==> config.mk <==
export PLATFORM = sky130hd
export DESIGN_NAME = daily_window_interval_pulse_timer_core
export DESIGN_NICKNAME = d
export VERILOG_FILES = /design/src/dwt_pkg.sv /design/src/dwt_timebase.sv /design/src/dwt_status.sv /design/src/daily_window_interval_pulse_timer_core.sv
export VERILOG_INCLUDE_DIRS = /design/src /design/src/src
export SDC_FILE = /design/constraint.sdc
export NUM_CORES = 1
export LEC_CHECK = 0
export ABC_AREA = 0
export BUFFER_PORTS_ARGS = -buffer_cell sky130_fd_sc_hd__buf_2
export CAP_MARGIN = 20
export CORE_MARGIN = 2
export CORE_UTILIZATION = 55
export CTS_CLUSTER_SIZE = 12
export DETAILED_ROUTE_END_ITERATION = 7
export GPL_TIMING_DRIVEN = 0
export PLACE_DENSITY = 0.87
export SYNTH_ARGS = -nofsm -noshare
export SYNTH_HDL_FRONTEND = slang
export SYNTH_SLANG_ARGS = --single-unit
==> constraint.sdc <==
create_clock -name clk -period 8.8 [get_ports clk]
set_input_delay 1.76 -clock clk [delete_from_list [all_inputs] [get_ports clk]]
set_output_delay 1.76 -clock clk [all_outputs]
set_load 0.02 [all_outputs]
==> src/assert_macros.svh <==
// ----------------------------------------------------------------------------
// assert_macros.svh
// Concurrent assertion wrappers, compiled out when SYNTH is defined.
// ----------------------------------------------------------------------------
`ifndef ASSERT_MACROS_SVH
`define ASSERT_MACROS_SVH

`ifndef SYNTH
// Check a same-cycle implication at every clock edge outside reset
`define ASSERT_IMPL(label, clk, rstn, ante, cons) \
  label: assert property (@(posedge clk) disable iff (!rstn) (ante) |-> (cons)) \
    else $error("assertion failed (same cycle)");
// Check that an implication holds in the cycle after the antecedent, outside reset
`define ASSERT_NEXT(label, clk, rstn, ante, cons) \
  label: assert property (@(posedge clk) disable iff (!rstn) (ante) |=> (cons)) \
    else $error("assertion failed (next cycle)");
`else
`define ASSERT_IMPL(label, clk, rstn, ante, cons)
`define ASSERT_NEXT(label, clk, rstn, ante, cons)
`endif

`endif

==> src/dwt_pkg.sv <==
// ----------------------------------------------------------------------------
// dwt_pkg
// Shared types, constants and helpers of the daily window pulse timer.
// ----------------------------------------------------------------------------
package dwt_pkg;

  // Configuration register indexes
  localparam logic [1:0] CfgTicksPerSecond = 2'd0;
  localparam logic [1:0] CfgSprayInterval  = 2'd1;
  localparam logic [1:0] CfgWindowEnd      = 2'd2;

  // Calendar limits
  localparam logic [5:0]  SecondsPerMinute = 6'd60;
  localparam logic [11:0] MinutesPerDay    = 12'd1440;
  localparam logic [6:0]  InactiveCount    = 7'd99;

  // Reset values
  localparam logic [15:0] TicksPerSecondRst = 16'd61;
  localparam logic [6:0]  SprayIntervalRst  = 7'd22;
  localparam logic [10:0] WindowEndRst      = 11'd242;
  localparam logic [5:0]  SecondRst         = 6'd55;
  localparam logic [10:0] MinuteRst         = 11'd21;
  localparam logic [6:0]  PhaseRst          = 7'd21;

  // Time base view after one transaction has been applied
  typedef struct packed {
    logic        entered;
    logic [5:0]  second;
    logic [10:0] minute;
    logic [6:0]  phase;
  } dwt_time_t;

  // Status fields derived from the time base
  typedef struct packed {
    logic       spray_pulse;
    logic       active;
    logic [6:0] minutes_to_next;
    logic [7:0] display_bcd;
  } dwt_status_t;

  // Treat a zero interval as one minute
  function automatic logic [6:0] eff_interval(input logic [6:0] ivl);
    eff_interval = (ivl == 7'd0) ? 7'd1 : ivl;
  endfunction

  // Packed BCD of a value below 100; tens by reciprocal multiply (v*205)>>11
  function automatic logic [7:0] to_bcd(input logic [6:0] v);
    logic [14:0] prod;
    logic [3:0]  tens;
    logic [6:0]  tens_x10;
    logic [6:0]  units;
    prod     = {8'd0, v} * 15'd205;
    tens     = prod[14:11];
    tens_x10 = {tens, 3'b000} + {2'b00, tens, 1'b0};
    units    = v - tens_x10;
    to_bcd   = {tens, units[3:0]};
  endfunction

endpackage

==> src/dwt_timebase.sv <==
// ----------------------------------------------------------------------------
// dwt_timebase
// Tick prescaler, second and minute-of-day counters and the interval phase.
// ----------------------------------------------------------------------------
module dwt_timebase (
  input  logic               clk,
  input  logic               rst_n,
  input  logic               advance,
  input  logic               tick,
  input  logic [15:0]        ticks_per_second,
  input  logic [6:0]         interval,
  output dwt_pkg::dwt_time_t time_nxt
);
  import dwt_pkg::*;

  logic [15:0] prescale_r, prescale_nxt;
  logic [5:0]  second_r, second_nxt;
  logic [10:0] minute_r, minute_nxt;
  logic [6:0]  phase_r, phase_nxt;
  logic        entered;
  logic [5:0]  second_inc;
  logic [11:0] minute_inc;
  logic [7:0]  phase_inc;

  // Work out the counters after this tick
  always_comb begin
    prescale_nxt = prescale_r;
    second_inc   = second_r;
    second_nxt   = second_r;
    minute_nxt   = minute_r;
    phase_nxt    = phase_r;
    entered      = 1'b0;
    minute_inc   = {1'b0, minute_r} + 12'd1;
    phase_inc    = {1'b0, phase_r} + 8'd1;
    if (tick) begin
      if (prescale_r >= ticks_per_second) begin
        prescale_nxt = 16'd1;
        second_inc   = second_r + 6'd1;
      end else begin
        prescale_nxt = prescale_r + 16'd1;
      end
      second_nxt = second_inc;
      if (second_inc >= SecondsPerMinute) begin
        second_nxt = 6'd0;
        entered    = 1'b1;
        if (minute_inc >= MinutesPerDay) begin
          minute_nxt = 11'd0;
          phase_nxt  = 7'd0;
        end else begin
          minute_nxt = minute_inc[10:0];
          if (phase_inc >= {1'b0, interval}) begin
            phase_nxt = 7'd0;
          end else begin
            phase_nxt = phase_inc[6:0];
          end
        end
      end
    end
  end

  // Hold state between transactions; load when one is processed
  always_ff @(posedge clk) begin
    if (!rst_n) begin
      prescale_r <= 16'd0;
      second_r   <= SecondRst;
      minute_r   <= MinuteRst;
      phase_r    <= PhaseRst;
    end else if (advance) begin
      prescale_r <= prescale_nxt;
      second_r   <= second_nxt;
      minute_r   <= minute_nxt;
      phase_r    <= phase_nxt;
    end
  end

  assign time_nxt.entered = entered;
  assign time_nxt.second  = second_nxt;
  assign time_nxt.minute  = minute_nxt;
  assign time_nxt.phase   = phase_nxt;

endmodule

==> src/dwt_status.sv <==
// ----------------------------------------------------------------------------
// dwt_status
// Active window, minutes to next spray, pulse and display byte.
// ----------------------------------------------------------------------------
module dwt_status (
  input  dwt_pkg::dwt_time_t   time_in,
  input  logic [6:0]           interval,
  input  logic [10:0]          window_end,
  output dwt_pkg::dwt_status_t status
);
  import dwt_pkg::*;

  logic       active;
  logic [6:0] to_next;
  logic [6:0] bcd_src;

  // Count down to the next spray while inside the window
  always_comb begin
    active = (time_in.minute <= window_end);
    if (!active) begin
      to_next = InactiveCount;
    end else if (time_in.phase >= interval) begin
      to_next = 7'd1;
    end else begin
      to_next = interval - time_in.phase;
    end
    bcd_src = active ? to_next : {1'b0, time_in.second};
  end

  assign status.spray_pulse     = time_in.entered && active && (time_in.phase == 7'd0);
  assign status.active          = active;
  assign status.minutes_to_next = to_next;
  assign status.display_bcd     = to_bcd(bcd_src);

endmodule

==> src/daily_window_interval_pulse_timer_core.sv <==
// ----------------------------------------------------------------------------
// daily_window_interval_pulse_timer_core
// Path: a tick is held in the input register; the counters then advance and the
// status is captured in the result register that drives the out_ ports.
// Throughput: 1 transaction per cycle while the output is not stalled; an input
// register and a result register part the channels; counters load with results.
// Reset: synchronous, active low; restores counters and config registers.
// ----------------------------------------------------------------------------
`include "assert_macros.svh"

module daily_window_interval_pulse_timer_core (
  input  logic        clk,
  input  logic        rst_n,
  input  logic        cfg_we,
  input  logic [1:0]  cfg_index,
  input  logic [15:0] cfg_wdata,
  input  logic        in_valid,
  output logic        in_ready,
  input  logic        in_tick,
  output logic        out_valid,
  input  logic        out_ready,
  output logic        out_spray_pulse,
  output logic        out_active,
  output logic [6:0]  out_minutes_to_next,
  output logic [7:0]  out_display_bcd,
  output logic [5:0]  out_second_now,
  output logic [10:0] out_minute_now
);
  import dwt_pkg::*;

  logic [15:0] ticks_per_second_r;
  logic [6:0]  spray_interval_r;
  logic [10:0] window_end_r;
  logic [6:0]  interval;

  logic        s1_valid_r;
  logic        s1_tick_r;
  logic        s2_load;
  logic        out_valid_r;

  dwt_time_t   time_nxt;
  dwt_status_t status;

  // Write configuration registers
  always_ff @(posedge clk) begin
    if (!rst_n) begin
      ticks_per_second_r <= TicksPerSecondRst;
      spray_interval_r   <= SprayIntervalRst;
      window_end_r       <= WindowEndRst;
    end else if (cfg_we) begin
      case (cfg_index)
        CfgTicksPerSecond: ticks_per_second_r <= cfg_wdata;
        CfgSprayInterval:  spray_interval_r   <= cfg_wdata[6:0];
        CfgWindowEnd:      window_end_r       <= cfg_wdata[10:0];
        default: ;
      endcase
    end
  end

  assign interval = eff_interval(spray_interval_r);

  // Advance the pipeline when the result register is free
  assign s2_load  = s1_valid_r && (!out_valid_r || out_ready);
  assign in_ready = !s1_valid_r || s2_load;

  // Capture the incoming transaction
  always_ff @(posedge clk) begin
    if (!rst_n) begin
      s1_valid_r <= 1'b0;
    end else if (in_ready) begin
      s1_valid_r <= in_valid;
    end
  end

  always_ff @(posedge clk) begin
    if (in_ready && in_valid) begin
      s1_tick_r <= in_tick;
    end
  end

  dwt_timebase u_timebase (
    .clk              (clk),
    .rst_n            (rst_n),
    .advance          (s2_load),
    .tick             (s1_tick_r),
    .ticks_per_second (ticks_per_second_r),
    .interval         (interval),
    .time_nxt         (time_nxt)
  );

  dwt_status u_status (
    .time_in    (time_nxt),
    .interval   (interval),
    .window_end (window_end_r),
    .status     (status)
  );

  // Hold the result until it is taken
  always_ff @(posedge clk) begin
    if (!rst_n) begin
      out_valid_r <= 1'b0;
    end else if (s2_load) begin
      out_valid_r <= 1'b1;
    end else if (out_ready) begin
      out_valid_r <= 1'b0;
    end
  end

  always_ff @(posedge clk) begin
    if (s2_load) begin
      out_spray_pulse     <= status.spray_pulse;
      out_active          <= status.active;
      out_minutes_to_next <= status.minutes_to_next;
      out_display_bcd     <= status.display_bcd;
      out_second_now      <= time_nxt.second;
      out_minute_now      <= time_nxt.minute;
    end
  end

  assign out_valid = out_valid_r;

  // A pulse only ever fires inside the window
  `ASSERT_IMPL(a_pulse_active, clk, rst_n, out_valid_r && out_spray_pulse, out_active)
  // Outside the window the countdown reads the inactive marker
  `ASSERT_IMPL(a_inactive_count, clk, rst_n, out_valid_r && !out_active,
               out_minutes_to_next == InactiveCount)
  // Seconds stay within the minute
  `ASSERT_IMPL(a_second_range, clk, rst_n, out_valid_r, out_second_now < SecondsPerMinute)
  // A held input transaction is not dropped while the output stalls
  `ASSERT_NEXT(a_s1_hold, clk, rst_n, s1_valid_r && !s2_load, s1_valid_r)

endmodule
==> summary.md, run 1 <==
| Metric | Value |
|---|---|
| Status | `finished, violations left` |
| Failing checks | `negative setup slack` |
| FF+latch count, synth | `111` |
| I/O Pins | `60` |
| Crit path max-delay family | `adder cells` |
| Synth area leaders | `dfxtp_1 21%, edfxtp_1 15%, ha_1 14%` |
| Worst setup EP type | `flop` |
| Syn nets | `906` |
| Finished Layout Cells | `1078` |
| Worst slew pin tran | `0.7430 ns` |
| Dpl hpwl | `12300 um` |
| R2R Setup Slk | `-0.08 ns` |
| Setup ws final | `-0.08065 ns` |
| First-pass GRT wire length | `27770 um` |
| H-Tree Depth | `3` |
| Critical path class | `flop to flop` |
| Final Hold Violating Endpoints | `0` |
| # nets final | `1015` |
| Pwr per Cell Area | `199.9 nW/um2` |
| Fin crit share | `1.009` |
| Netlist cell types | `78` |
| Biggest cell delay along the critical path | `0.55 ns` |
| Initial antenna violation count | `0` |
| IO Port Bufs | `58` |
| Num CTS Buffers | `9` |
| DRT Pass-1 Iters | `5` |
| Core Util, Final | `0.6970` |
| Startpoint Class | `flop` |
| Slew Limit Fails | `0` |
| Average wire per standard cell | `18.55 um` |
| Worst Hold Path EP | `ticks_per_second_r[6]$_SDFFE_PN0P_` |
| Hold WC Path Type | `flop to flop` |
| Antenna cells | `0` |
| Core Rows | `41` |
| Routed Antenna Nets | `0` |
| RD Place Congestion | `0.9311` |
| Final setup vio count | `1` |
| Max Cap Violations | `0` |
| Slew headroom | `0.5046` |
| Worst Hold Launch | `ticks_per_second_r[6]$_SDFFE_PN0P_` |
| Die height | `117.7 um` |
| Chip Width | `117.7 um` |
| Commonest non-fill, non-tap cells in the layout | `107 x nand2_1, 67 x dfxtp_1, 65 x inv_1, 61 x ha_1, 58 x buf_2` |
| CTS tree | `built` |
| Clock Skew | `0.009259 ns` |
| Share of layout cells above drive strength 1 | `0.2528` |
| Cell Count Post-Placement | `1023` |
| Overflow after GRT | `0` |
| Post-synth ARST share | `0` |
| F_max | `112.6 MHz` |
| Most used DFF post-synth | `dfxtp_1` |
| Worst-path clk slew | `0.08 ns` |
| Most common cell after layout, fill and taps aside | `nand2_1` |
| Setup tns final | `-0.08065 ns` |
| Clock sink count | `111` |
| Biggest area consumer among synthesized cells | `dfxtp_1` |
| R2R cell count | `38` |
| Syn. warnings | `0` |
| Synth top area share | `0.2140` |
| Post-synth EDFFs | `35` |
| Root buffer cell | `clkbuf_16` |
| Peak supply drop | `0.1356 mV` |
| Final Critical Period | `8.881 ns` |
| Critical path arrival | `8.98 ns` |
| Hold path depth | `2` |
| Vias post-DR | `6602` |
| Total Routing Usage GR | `0.2433` |
| Required @ worst endpoint | `8.90 ns` |
| Via count of the first global-routing pass | `5711` |
| Initial Utilization | `0.5634` |
| Clk buf depth | `2` |
| Reg-to-reg startpoint | `u_timebase.phase_r[0]$_SDFFE_PN1P_` |
| Post-Syn Instances | `792` |
| Drt initial violations | `700` |
| Mapped Area | `7109 um2` |
| DRC | `0` |
| Largest net degree at the start of global routing | `24` |
| Leak Pwr | `3.771 nW` |
| Synthesis-to-layout area growth | `23.72%` |
| Critical-path maximum fanout | `8` |
| Hold-fix buffers, CTS | `0` |
| R2R Path End | `out_display_bcd[3]$_DFFE_PP_` |
| Mean Syn Cell Area | `8.976 um2` |
| Sequential area share after synthesis | `0.3618` |
| Die area | `13850 um2` |
| CP bufs+invs | `4` |
| Core area | `12620 um2` |
| Critical Path Slowest Stage Cell | `dfxtp_1` |
| Worst-Skew Late Latency | `0.36 ns` |
| Routed wire length | `19990 um` |
| Vias/cell | `6.124` |
| Tot Pwr | `1.759 mW` |
where the power goes:
group          leakage [nW]  total [mW]  switching, mW  internal (mW)
logic                  2.68       0.753          0.401          0.351
registers             0.941       0.589         0.0139          0.575
clock network         0.149       0.417          0.215          0.202
kinds of logic after synthesis:
group	count (synthesis)	synth area share
and+or+nand+nor	277	0.1876
AOI/OAI and AO/OA	165	0.1684
DFF	111	0.3618
buffers and inverters	107	0.05808
adders and majority gates	90	0.1679
xor gates and xnor gates	31	0.04013
muxes	11	0.01602
synthesized netlist by cell type, types with 9 or more instances:
library cell / n
nand2_1: 109
ha_1: 81
dfxtp_1: 76
inv_1: 69
nor2_1: 63
a21oi_1: 38
edfxtp_1: 35
clkbuf_1: 30
o21ai_0: 28
nand3_1: 21
xor2_1: 18
o211ai_1: 15
nor2b_1: 12
xnor2_1: 12
nand4_1: 11
a22o_1: 9
fa_1: 9
per-layer routing:
layer	wire [um]	track usage	share of wire
met3	1673	0.04700	0.084
met4	808	0.07455	0.040
met1	7807	0.3190	0.39
met5	0	0	0
met2	9705	0.4070	0.49
how the worst max path moves through the flow:
stage,from,to,slack (ns),depth (start not counted)
finish,u_timebase.phase_r[0]$_SDFFE_PN1P_,out_display_bcd[3]$_DFFE_PP_,-0.08,38
global placement,ticks_per_second_r[15]$_SDFFE_PN0P_,out_display_bcd[3]$_DFFE_PP_,-1.23,39
global route,u_timebase.phase_r[0]$_SDFFE_PN1P_,out_display_bcd[3]$_DFFE_PP_,-0.34,39
detailed placement,ticks_per_second_r[15]$_SDFFE_PN0P_,out_display_bcd[3]$_DFFE_PP_,-1.47,39
CTS,ticks_per_second_r[15]$_SDFFE_PN0P_,out_display_bcd[3]$_DFFE_PP_,0.01,38
floorplan,ticks_per_second_r[15]$_SDFFE_PN0P_,out_display_bcd[3]$_DFFE_PP_,0.21,38
stage by stage:
step                worst slack, ns  hold slack (ns)  instance area [um2]
detailed placement           -1.468           0.4482                 7644
CTS                         0.01129           0.4596                 8125
global route                -0.3382           0.4805                 8796
global placement             -1.234           0.4435                 7615
finish                     -0.08065           0.4593                 8796
floorplan                    0.2090           0.4363                 7109
worst reg2reg max path: cells and delay by family (launching register included):
kind            cells  cell delay, ns
compound gates     15            2.71
xor+xnor            3            0.92
fa+ha+maj           8            2.85
buf+inv             4            0.43
flops               1            0.55
simple gates        8            1.14
cell type report:
cell class | instances | area [um2]
multi-input cells | 574 | 4619
fillers | 887 | 3824
flip-flops and latches | 111 | 2584
repair buffers | 98 | 636.9
inverters | 71 | 266.5
clock buffers | 9 | 225.2
well taps | 172 | 215.2
plain buffers | 36 | 176.4
clock inverters | 7 | 72.57
state kept, by name, indices dropped and copies added, names as in the netlist, 7 cells and up:
name,count
out_display_bcd,8
out_minute_now,11
u_timebase.minute_r,11
ticks_per_second_r,16
u_timebase.prescale_r,16
window_end_r,11
out_minutes_to_next,7
spray_interval_r,7
u_timebase.phase_r,7
repair_timing:
action	4_1_cts	5_1_grt
setup buffers	9	31
pin swaps	6	48
gates resized for setup	32	93
endpoints found under the setup margin	7	6
Power figures use the tool's default switching activity.
==> run 2, diff against run 1 <==
RECOVER_POWER = 50   (was default)
==> summary.md, run 2 (same netlist as run 1, synthesis figures left out) <==
| Metric | Value |
|---|---|
| Leak Pwr | `3.676 nW (-2.5%)` |
| Final setup vio count | `1 (unchanged)` |
| Status | `finished, violations left` |
| Die area | `13850 um2 (unchanged)` |
| Register area | `2584 um2 (unchanged)` |
| Final Hold Violating Endpoints | `0 (unchanged)` |
| Overflow after GRT | `0 (unchanged)` |
| I/O Pins | `60 (unchanged)` |
| Startpoint Class | `flop` |
| Total Routing Usage GR | `0.2433 (unchanged)` |
| Required @ worst endpoint | `8.90 ns (about the same)` |
| Peak supply drop | `0.1350 mV (-0.40%)` |
| Antenna cells | `0 (unchanged)` |
| Vias post-DR | `6603 (+0.015%)` |
| Initial antenna violation count | `0 (unchanged)` |
| Hold WC Path Type | `flop to flop` |
| First-pass GRT wire length | `27770 um (unchanged)` |
| Slew headroom | `0.4972 (-0.007487)` |
| IO Port Bufs | `58 (unchanged)` |
| Synthesis-to-layout area growth | `23.09%` |
| Max Cap Violations | `0 (unchanged)` |
| H-Tree Depth | `3 (unchanged)` |
| Pwr per Cell Area | `200.3 nW/um2 (+0.17%)` |
| Routed wire length | `20000 um (about the same)` |
| Root buffer cell | `clkbuf_16` |
| Critical path class | `flop to flop` |
| Worst slew pin tran | `0.7543 ns (+0.01123 ns)` |
| Core Rows | `41 (unchanged)` |
| Biggest regs | `ticks_per_second_r x16, u_timebase.prescale_r x16` |
| Worst-Skew Late Latency | `0.36 ns (about the same)` |
| Average wire per standard cell | `18.56 um (about the same)` |
| Critical-path maximum fanout | `8 (unchanged)` |
| Final Critical Period | `8.900 ns (+0.01976 ns)` |
| # nets final | `1015 (unchanged)` |
| Worst slack at placement | `-1.468 ns (unchanged)` |
| Failing checks | `negative setup slack` |
| Worst setup EP type | `flop` |
| Most common cell after layout, fill and taps aside | `nand2_1` |
| Largest net degree at the start of global routing | `24 (unchanged)` |
| Slew Limit Fails | `0 (unchanged)` |
| Area of the multi-input gates | `4619 um2 (unchanged)` |
| CTS tree | `built` |
| Die height | `117.7 um (unchanged)` |
| Biggest cell delay along the critical path | `0.56 ns (about the same)` |
| Vias/cell | `6.125 (about the same)` |
| Share of layout cells above drive strength 1 | `0.2119 (-0.04084)` |
| DRC | `0 (unchanged)` |
| Fin crit share | `1.011 (+0.002245)` |
| Fillcell total | `910 (+2.6%)` |
| RD Place Congestion | `0.9311 (unchanged)` |
| Chip Width | `117.7 um (unchanged)` |
| Routed Antenna Nets | `0 (unchanged)` |
| CP startpoint | `u_timebase.phase_r[0]$_SDFFE_PN1P_` |
| Setup tns final | `-0.1004 ns (-0.01976 ns)` |
| Initial Utilization | `0.5634 (unchanged)` |
| Worst-path clk slew | `0.08 ns (about the same)` |
| Drt initial violations | `681 (-2.7%)` |
| Reg-to-reg startpoint | `u_timebase.phase_r[0]$_SDFFE_PN1P_` |
| Min Hold Slack | `0.4592 ns (-0.00001100 ns)` |
| Critical path arrival | `9.00 ns (+0.02 ns)` |
| Commonest non-fill, non-tap cells in the layout | `107 x nand2_1, 67 x dfxtp_1, 66 x inv_1, 63 x clkbuf_1, 61 x ha_1` |
| Setup ws final | `-0.1004 ns (-0.01976 ns)` |
| Clk buf depth | `2 (unchanged)` |
| Clock sink count | `111 (unchanged)` |
| Dpl hpwl | `12300 um (unchanged)` |
| Worst Hold Launch | `ticks_per_second_r[6]$_SDFFE_PN0P_` |
| Clock Skew | `0.009227 ns (-0.00003203 ns)` |
| F_max | `112.4 MHz (-0.22%)` |
| Via count of the first global-routing pass | `5711 (unchanged)` |
| DRT Pass-1 Iters | `5 (unchanged)` |
| Core area | `12620 um2 (unchanged)` |
| Critical Path Slowest Stage Cell | `dfxtp_1` |
| Hold-fix buffers, CTS | `0 (unchanged)` |
| Num CTS Buffers | `9 (unchanged)` |
-- run 2: cell type report --
type                       count  area share
buffer                        36     0.02016
clock buffer                   9     0.02574
clock inverter                 7    0.008293
inverter                      71     0.03045
multi-input combinational    574      0.5279
sequential                   111      0.2953
tap                          172     0.02459
timing repair buffer          98     0.06763
-- run 2: timing repair --
item                                    4_1_cts  5_1_grt
gates resized for setup                      32       93
setup buffers                                 9       31
endpoints found under the setup margin        7        6
pin swaps                                     6       48
-- run 2: critical path, delay by kind of cell (launching register included) --
kind	cells	cell delay, ns
fa+ha+maj	8	2.85
compound gates	15	2.69
simple gates	8	1.15
xor+xnor	3	0.92
flops	1	0.56
buf+inv	4	0.44
-- run 2: final timing paths --
path / to / slack, ns / cells past startpoint
hold / removal: ticks_per_second_r[6]$_SDFFE_PN0P_ / 0.46 / 2
hold reg to reg: ticks_per_second_r[6]$_SDFFE_PN0P_ / 0.46 / 2
setup / recovery: out_display_bcd[3]$_DFFE_PP_ / -0.10 / 38
setup reg to reg: out_display_bcd[3]$_DFFE_PP_ / -0.10 / 38
-- run 2: per-stage QoR --
stage	power, mW	instance area (um2)	utilization	cells
5_1_grt	1.846	8751	0.6934	1078
4_1_cts	1.589	8125	0.6439	1048
2_1_floorplan	1.014	7109	-	792
3_5_place_dp	1.154	7644	0.6057	1023
3_3_place_gp	1.117	7615	0.6034	1022
6_report	1.753	8751	0.6934	1078
-- run 2: per-layer routing --
metal,share of wire,wire length [um],global-route usage
met1,0.39,7746,0.3190
met2,0.48,9645,0.4070
met3,0.091,1816,0.04700
met4,0.040,795,0.07455
met5,0,0,0
-- run 2: report_power, final --
part,total [mW],internal [mW],switching (mW)
clock network,0.415,0.202,0.213
logic,0.748,0.347,0.401
registers,0.590,0.575,0.0145
==> run 3, diff against run 2 <==
--- a/config.mk
+++ b/config.mk
@@ -9,3 +9,3 @@
 export ABC_AREA = 0
-export BUFFER_PORTS_ARGS = -buffer_cell sky130_fd_sc_hd__buf_2
+export BUFFER_PORTS_ARGS = -buffer_cell sky130_fd_sc_hd__buf_4
 export CAP_MARGIN = 20
==> constraint.sdc (replaced) <==
create_clock -name clk -period 8.8 [get_ports clk]
set_input_delay 2.2 -clock clk [delete_from_list [all_inputs] [get_ports clk]]
set_output_delay 2.2 -clock clk [all_outputs]
set_load 0.02 [all_outputs]
==> summary.md, run 3 (same netlist as run 1, synthesis figures left out) <==
| Metric | Value |
|---|---|
| Largest net degree at the start of global routing | `27 (+13%)` |
| Routed Antenna Nets | `0 (unchanged)` |
| Most common cell after layout, fill and taps aside | `nand2_1` |
| Final Critical Period | `8.794 ns (-0.1069 ns)` |
| Total Routing Usage GR | `0.2388 (-0.004586)` |
| DRC | `0 (unchanged)` |
| Routed wire length | `18840 um (-5.8%)` |
| Biggest regs | `ticks_per_second_r x16, u_timebase.prescale_r x16` |
| Startpoint Class | `flop` |
| Clock power frac | `0.236 (about the same)` |
| Worst setup EP type | `flop` |
| Highest Signal Layer | `met4` |
| First-pass GRT wire length | `27230 um (-2.0%)` |
| R2R Setup Slk | `0.006 ns (+0.11 ns)` |
| Via count of the first global-routing pass | `5789 (+1.4%)` |
| Vias/cell | `5.978 (-2.4%)` |
| H-Tree Depth | `3 (unchanged)` |
| Sw frac | `0.3451 (-0.01370)` |
| Final setup vio count | `0 (-1)` |
| Status | `finished clean` |
| Worst-Skew Late Latency | `0.36 ns (about the same)` |
| Critical Path Slowest Stage Cell | `fa_1` |
| WL met3 | `1282 um (-29%)` |
| Worst slack at placement | `-1.505 ns (-0.03750 ns)` |
| Slew headroom | `0.4660 (-0.03113)` |
| I/O Pins | `60 (unchanged)` |
| Core area | `12620 um2 (unchanged)` |
| Initial antenna violation count | `0 (unchanged)` |
| Num CTS Buffers | `9 (unchanged)` |
| Leak Pwr | `3.810 nW (+3.7%)` |
| Setup ws final | `0.006494 ns (+0.1069 ns)` |
| Antenna cells | `0 (unchanged)` |
| Crit path max-delay family | `adder cells` |
| Max Cap Violations | `0 (unchanged)` |
| Commonest non-fill, non-tap cells in the layout | `108 x nand2_1, 93 x buf_4, 68 x inv_1, 68 x dfxtp_1, 67 x ha_1` |
| IO Port Bufs | `58 (unchanged)` |
| Share of layout cells above drive strength 1 | `0.2252 (+0.01325)` |
| Die height | `117.7 um (unchanged)` |
| RD Place Congestion | `0.9124 (-2.0%)` |
| Biggest cell delay along the critical path | `0.50 ns (-0.06 ns)` |
| Die area | `13850 um2 (unchanged)` |
| Overflow after GRT | `0 (unchanged)` |
| Peak supply drop | `0.1539 mV (+14%)` |
| # nets final | `1015 (unchanged)` |
| Slew Limit Fails | `0 (unchanged)` |
| Part of the power in registers | `0.335 (about the same)` |
| Clock sink count | `111 (unchanged)` |
| Worst slew pin tran | `0.8010 ns (+0.04670 ns)` |
| Pwr per Cell Area | `200.0 nW/um2 (-0.12%)` |
| Worst-path clk slew | `0.07 ns (about the same)` |
| Critical path class | `flop to flop` |
| Critical path arrival | `8.89 ns (-0.11 ns)` |
| CTS tree | `built` |
| Drt initial violations | `604 (-11%)` |
| Min Hold Slack | `0.4579 ns (-0.001338 ns)` |
| Critical-path maximum fanout | `7 (-1)` |
| Cell Count Post-Placement | `1023 (unchanged)` |
| Core Rows | `41 (unchanged)` |
| Finished Layout Cells | `1078 (unchanged)` |
| Clk buf depth | `2 (unchanged)` |
| Initial Utilization | `0.5634 (unchanged)` |
| Dpl hpwl | `12300 um (about the same)` |
| Synthesis-to-layout area growth | `23.74%` |
| Final Hold Violating Endpoints | `0 (unchanged)` |
| Met2 WL post-DR | `9142 um (-5.2%)` |
| Average wire per standard cell | `17.48 um (-5.8%)` |
| Core Util, Final | `0.6971 (+0.003669)` |
| DRT Pass-1 Iters | `5 (unchanged)` |
| Required @ worst endpoint | `8.90 ns (about the same)` |
| Combinational share of power | `0.428 (about the same)` |
| Post-Route M1 WL | `7790 um (+0.57%)` |
| F_max | `113.7 MHz (+1.2%)` |
| Setup tns final | `0 ns (+0.1004 ns)` |
| Net load switching power | `607.4 uW (-3.4%)` |
| Vias post-DR | `6444 (-2.4%)` |
| Hold WC Path Type | `flop to flop` |
| Fin crit share | `0.9993 (-0.01215)` |
| Clock Skew | `0.008169 ns (-0.001058 ns)` |
| CP bufs+invs | `5 (+1)` |
| Root buffer cell | `clkbuf_16` |
| Int Pwr | `1.152 mW (+2.6%)` |
| Chip Width | `117.7 um (unchanged)` |
-- run 3: cell count changes in the layout (fill, tap and decap cells not counted), moves of 3 or more --
| cell | before | now |
|---|---|---|
| buf_2 | 22 | 1 |
| ha_4 | 15 | 10 |
| buf_6 | 10 | 4 |
| ha_1 | 61 | 67 |
| buf_4 | 33 | 93 |
| inv_8 | 3 | 0 |
| clkbuf_1 | 63 | 26 |
-- run 3: worst paths after layout --
path                                         end  cells after the start                                 from
min          ticks_per_second_r[12]$_SDFFE_PN0P_                      2  ticks_per_second_r[12]$_SDFFE_PN0P_
max reg2reg         out_display_bcd[3]$_DFFE_PP_                     39  ticks_per_second_r[12]$_SDFFE_PN0P_
max                 out_display_bcd[3]$_DFFE_PP_                     39  ticks_per_second_r[12]$_SDFFE_PN0P_
min reg2reg  ticks_per_second_r[12]$_SDFFE_PN0P_                      2  ticks_per_second_r[12]$_SDFFE_PN0P_
-- run 3: layout make-up --
| type | count | area [um2] |
|---|---|---|
| Tap cell | 172 | 215.2 |
| Multi-Input combinational cell | 574 | 4488 |
| Clock inverter | 6 | 67.56 |
| Inverter | 71 | 266.5 |
| Timing Repair Buffer | 98 | 764.5 |
| Buffer | 36 | 183.9 |
| Clock buffer | 10 | 229.0 |
| Fill cell | 883 | 3822 |
| Sequential cell | 111 | 2582 |
-- run 3: power by group through the flow --
stage          combinational, mW  clock (mW)  sequential [mW]
2_1_floorplan              0.393           0            0.621
3_3_place_gp               0.531           0            0.600
3_5_place_dp               0.562           0            0.601
4_1_cts                    0.589       0.418            0.590
5_1_grt                    0.826       0.438            0.593
6_report                   0.754       0.416            0.590
-- run 3: repair_timing --
item | 4_1_cts | 5_1_grt
hold buffers | 0 | 0
hold endpoints to repair | 0 | 0
gates cloned | 0 | 1
pin swaps | 5 | 39
setup endpoints to repair | 7 | 6
resized for setup | 35 | 57
buffers inserted | 10 | 28
-- run 3: metal layers --
layer,global-route usage,vias to the layer above
met1,0.3054,3061
li1,-,2999
met3,0.04264,66
met2,0.4117,318
met5,0,-
met4,0.07154,0
-- run 3: metrics by stage --
| step | area (um2) | power, mW |
|---|---|---|
| after detailed placement | 7789 | 1.163 |
| after CTS | 8293 | 1.596 |
| after floorplan | 7109 | 1.014 |
| after global routing | 8797 | 1.857 |
| after global placement | 7760 | 1.130 |
| final | 8797 | 1.760 |
-- run 3: worst min-delay path, cell delays in order (launching register included) --
cell	delay [ns]
dfxtp_2	0.32
nand2_1	0.05
a21oi_1	0.05
